--- config.mk ---
export PLATFORM = sky130hd
export DESIGN_NAME = icov_step
export DESIGN_NICKNAME = d
export VERILOG_FILES = /design/src/hdl/icov_pkg.sv /design/src/hdl/icov_step.sv
export SDC_FILE = /design/constraint.sdc
export NUM_CORES = 1
export LEC_CHECK = 0
export BUFFER_PORTS_ARGS = -buffer_cell sky130_fd_sc_hd__clkbuf_2
export CELL_PAD_IN_SITES_DETAIL_PLACEMENT = 1
export CELL_PAD_IN_SITES_GLOBAL_PLACEMENT = 2
export CORE_MARGIN = 2
export CORE_UTILIZATION = 30
export DETAILED_ROUTE_END_ITERATION = 7
export PLACE_DENSITY = 0.95
export SETUP_SLACK_MARGIN = 0.1
export SLEW_MARGIN = 20
export SYNTH_ARGS = -nofsm -noshare
export SYNTH_HDL_FRONTEND = slang
export SYNTH_SLANG_ARGS = --single-unit
--- constraint.sdc ---
create_clock -name vclk -period 5.5
set_input_delay 0.825 -clock vclk [all_inputs]
set_output_delay 0.825 -clock vclk [all_outputs]
set_load 0.02 [all_outputs]
--- src/hdl/icov_pkg.sv ---
`timescale 1ns / 1ps
// ----------------------------------------------------------------------------
// icov_pkg
// Shared types and codes for the interval coverage tracker: sequencer
// states, entry relation codes, the step unit result and status codes.
// ----------------------------------------------------------------------------
package icov_pkg;

    localparam int OFFSET_W    = 64;
    localparam int STATUS_W    = 2;
    localparam int COUNT_OUT_W = 5;

    localparam logic [STATUS_W-1:0] STAT_OK       = 2'd0;
    localparam logic [STATUS_W-1:0] STAT_OVERFLOW = 2'd1;
    localparam logic [STATUS_W-1:0] STAT_FULL     = 2'd2;

    typedef enum logic [1:0] {
        S_IDLE,
        S_WALK,
        S_COMMIT
    } t_state;

    typedef enum logic [1:0] {
        REL_BELOW,
        REL_ABOVE,
        REL_MERGE
    } t_rel;

    typedef struct packed {
        t_rel                rel;
        logic [OFFSET_W-1:0] merged_begin;
        logic [OFFSET_W-1:0] merged_end;
    } t_step;

endpackage

--- src/hdl/icov_step.sv ---
`timescale 1ns / 1ps
// ----------------------------------------------------------------------------
// icov_step
// Shared compare unit: classifies one stored entry against the interval
// being merged and gives the joined bounds when the two overlap or touch.
// ----------------------------------------------------------------------------
module icov_step (
    input  logic [icov_pkg::OFFSET_W-1:0] i_entry_begin,
    input  logic [icov_pkg::OFFSET_W-1:0] i_entry_end,
    input  logic [icov_pkg::OFFSET_W-1:0] i_cur_begin,
    input  logic [icov_pkg::OFFSET_W-1:0] i_cur_end,
    output icov_pkg::t_step               o_step
);
    import icov_pkg::*;

    always_comb begin
        if (i_entry_end < i_cur_begin) begin
            o_step.rel = REL_BELOW;
        end else if (i_entry_begin > i_cur_end) begin
            o_step.rel = REL_ABOVE;
        end else begin
            o_step.rel = REL_MERGE;
        end
        o_step.merged_begin = (i_entry_begin < i_cur_begin) ? i_entry_begin : i_cur_begin;
        o_step.merged_end   = (i_entry_end > i_cur_end) ? i_entry_end : i_cur_end;
    end

endmodule

==> results.md <==
* Post-synth top cells: 254 x ha_1, 135 x inv_1, 127 x nand2_1
* CP Class: primary input to primary output
* Fin nets at between 2000 and 2500
* Sequential area share after synthesis at 0%
* Total track usage at a little under a quarter
* Post-synthesis net count at about 1800
* RSZ-0062 raised after global routing: no
* Worst path top cell family by delay: simple AND/OR/NAND/NOR gates
* Initial antenna violation count at 1
* Rows at 65
* Slew Limit Fails at 0
* Post-DRT Antenna Nets at 0
* Most common cell on crit path: clkbuf_2
* Overflow after GRT at 0
* Synthesized cell area at 9550 sq um
* DRT Pass-1 Iters at 5
* Setup Viol. Count Final at 0
* CTS resizes at 0
* Hold Crit Class: primary input to primary output
* Max-cap viol count at 0
* Number of buffers and inverters on the critical path at 4
* Post-layout minimum cycle time at roughly 4700 ps
* Avg WL per Cell at 19.7 um
* Largest area contributor in the netlist: ha_1
* Most frequent cell after synthesis: ha_1
* Required time worst endpoint at between 4000 and 5000 ps
* Die X at 182 um
* Hold Fails Final Rpt at 0
* DR vias/cell at 5.61
* CP max-delay cell: nor3_1
* CP Launch Type: primary input
* HP Start: i_cur_end[61]
* Worst setup EP type: primary output
* I/O pins at just under 400
* Critical Path Sink: o_step[1]
* Netlist cell types at 45
* Crit-path cells: clkbuf_2 -> inv_1 -> ha_1 -> nand4_1 -> nor3_1 -> nand3_1 -> nor2_1 -> a221oi_2 -> a21oi_4 -> buf_12 -> mux2_2 -> clkbuf_2
* Largest net degree at the start of global routing at 129
* Max transition margin at 56.3%
* Area growth, synth to finish at 24.5%
* Critical Path AT at around 4000 ps
* Total power at 0.00133 W
* Critical path depth at 12
* Final setup TNS at 0 ps
* Syn Inst Count at 1297
* Chip Height at 182 um
* Vias in the first global route at 11763
* Peak VDD IR at 0.0529 mV
* First-pass GRT wire length at slightly above 60000 um
* Initial Util at a little under a third
* Hpwl dp at 34700 um
* Crit Path Max Fanout at 64
* IO Port Bufs at 386
* Fillers at 4056
* Layout cells sized above 1 at 28.8%
* Status: finished, final reports clean
* # hold bufs at CTS at 0
* Worst Tran Pin Value at 649 ps
* Seq cells at 0
* Max incr delay on CP at approximately 570 ps
* CLK BUF at 0
* Static Leak at approximately 6.3 nW
* Register area at 0 sq um
* Setup Fix Bufs, Post-CTS at 0
* DIE AREA at 33300 sq um
* Via count at 11409
* Synth warn at 0
* FMAX at ~0.21 GHz
* Routed WL at 40000 um
* Area contributors post-synth: ha_1 33%, mux2_4 9.4%, o211ai_1 5.8%
* 1st-iter DRT viols at 355
* Core area at 31500 sq um
* GP Congestion at 0.864
* Mapped Avg Cell Area at 7.36 sq um
* Final worst-path cycle share at 86.3%
* # DRC at 0
* Worst Setup SP: i_cur_end[30]
* Yosys top cell area share at approximately 33%
* P per Cell Area at 112 nW/um^2
## power by group
part | switching [W] | internal, W | leakage [nW]
Combinational | 0.000803 | 0.000532 | 6.32
Sequential | 0 | 0 | 0
Clock | 0 | 0.0000000000244 | 0.00000634
## metal layers
layer | vias to the layer above | global-route usage (%) | part of all wire, %
li1 | 5591 | - | -
met1 | 5461 | 28.5 | 44
met2 | 305 | 43.3 | 50
met3 | 52 | 1.44 | 3.8
met4 | 0 | 4.90 | 2.1
met5 | - | 0 | 0
## cell families after synthesis
logic type | after synthesis | share of synthesized area [%]
AND/OR/NAND/NOR | 445 | 25.0
AO/OA/AOI/OAI | 331 | 23.4
adder cells (fa/ha/maj) | 254 | 33.3
buffers and inverters | 203 | 8.45
multiplexers | 64 | 9.90
## worst min path at each step
stage	endpoint	cells past startpoint
3_3_place_gp	o_step[12]	3
2_1_floorplan	o_step[10]	1
4_1_cts	o_step[61]	3
5_1_grt	o_step[61]	3
3_5_place_dp	o_step[61]	3
6_report	o_step[61]	3
## cell type report
type	instances	area [sq um]	area share, %
Multi-Input combinational cell	1094	8780	73.8
Tap cell	402	503	4.23
Antenna cell	1	2.50	0.0211
Timing Repair Buffer	400	2100	17.7
Inverter	135	507	4.26
## through the flow
step                worst slack (ps)  util (%)  std cells  area [sq um]  hold WS, ps
finish                           752      37.8       2032         11900         2020
global route                     575      37.8       2032         11900         2030
CTS                              708      37.8       2031         11900         2020
detailed placement               715      37.8       2031         11900         2020
global placement                 787      37.8       2031         11900         2020
floorplan                       1630         -       1297          9550         1810
## cells in the final DEF, fill, tap and decap left out, types with 4 or more instances in the layout
| cell type | instances |
|---|---|
| nand3_1 | 88 |
| o211ai_1 | 74 |
| and3_1 | 64 |
| nand4_1 | 42 |
| a211oi_1 | 72 |
| inv_1 | 135 |
| nor3_1 | 10 |
| o21ai_0 | 33 |
| mux2_2 | 4 |
| a21o_1 | 19 |
| nor2_1 | 23 |
| nor4_1 | 8 |
| buf_12 | 5 |
| clkbuf_2 | 386 |
| buf_4 | 9 |
| mux2_4 | 60 |
| nor3b_1 | 63 |
| a21oi_1 | 89 |
| a221oi_1 | 10 |
| a21boi_0 | 5 |
| nand2_1 | 127 |
| ha_1 | 254 |
| and4_1 | 8 |
Note: power is estimated with default switching activity, not from simulation.
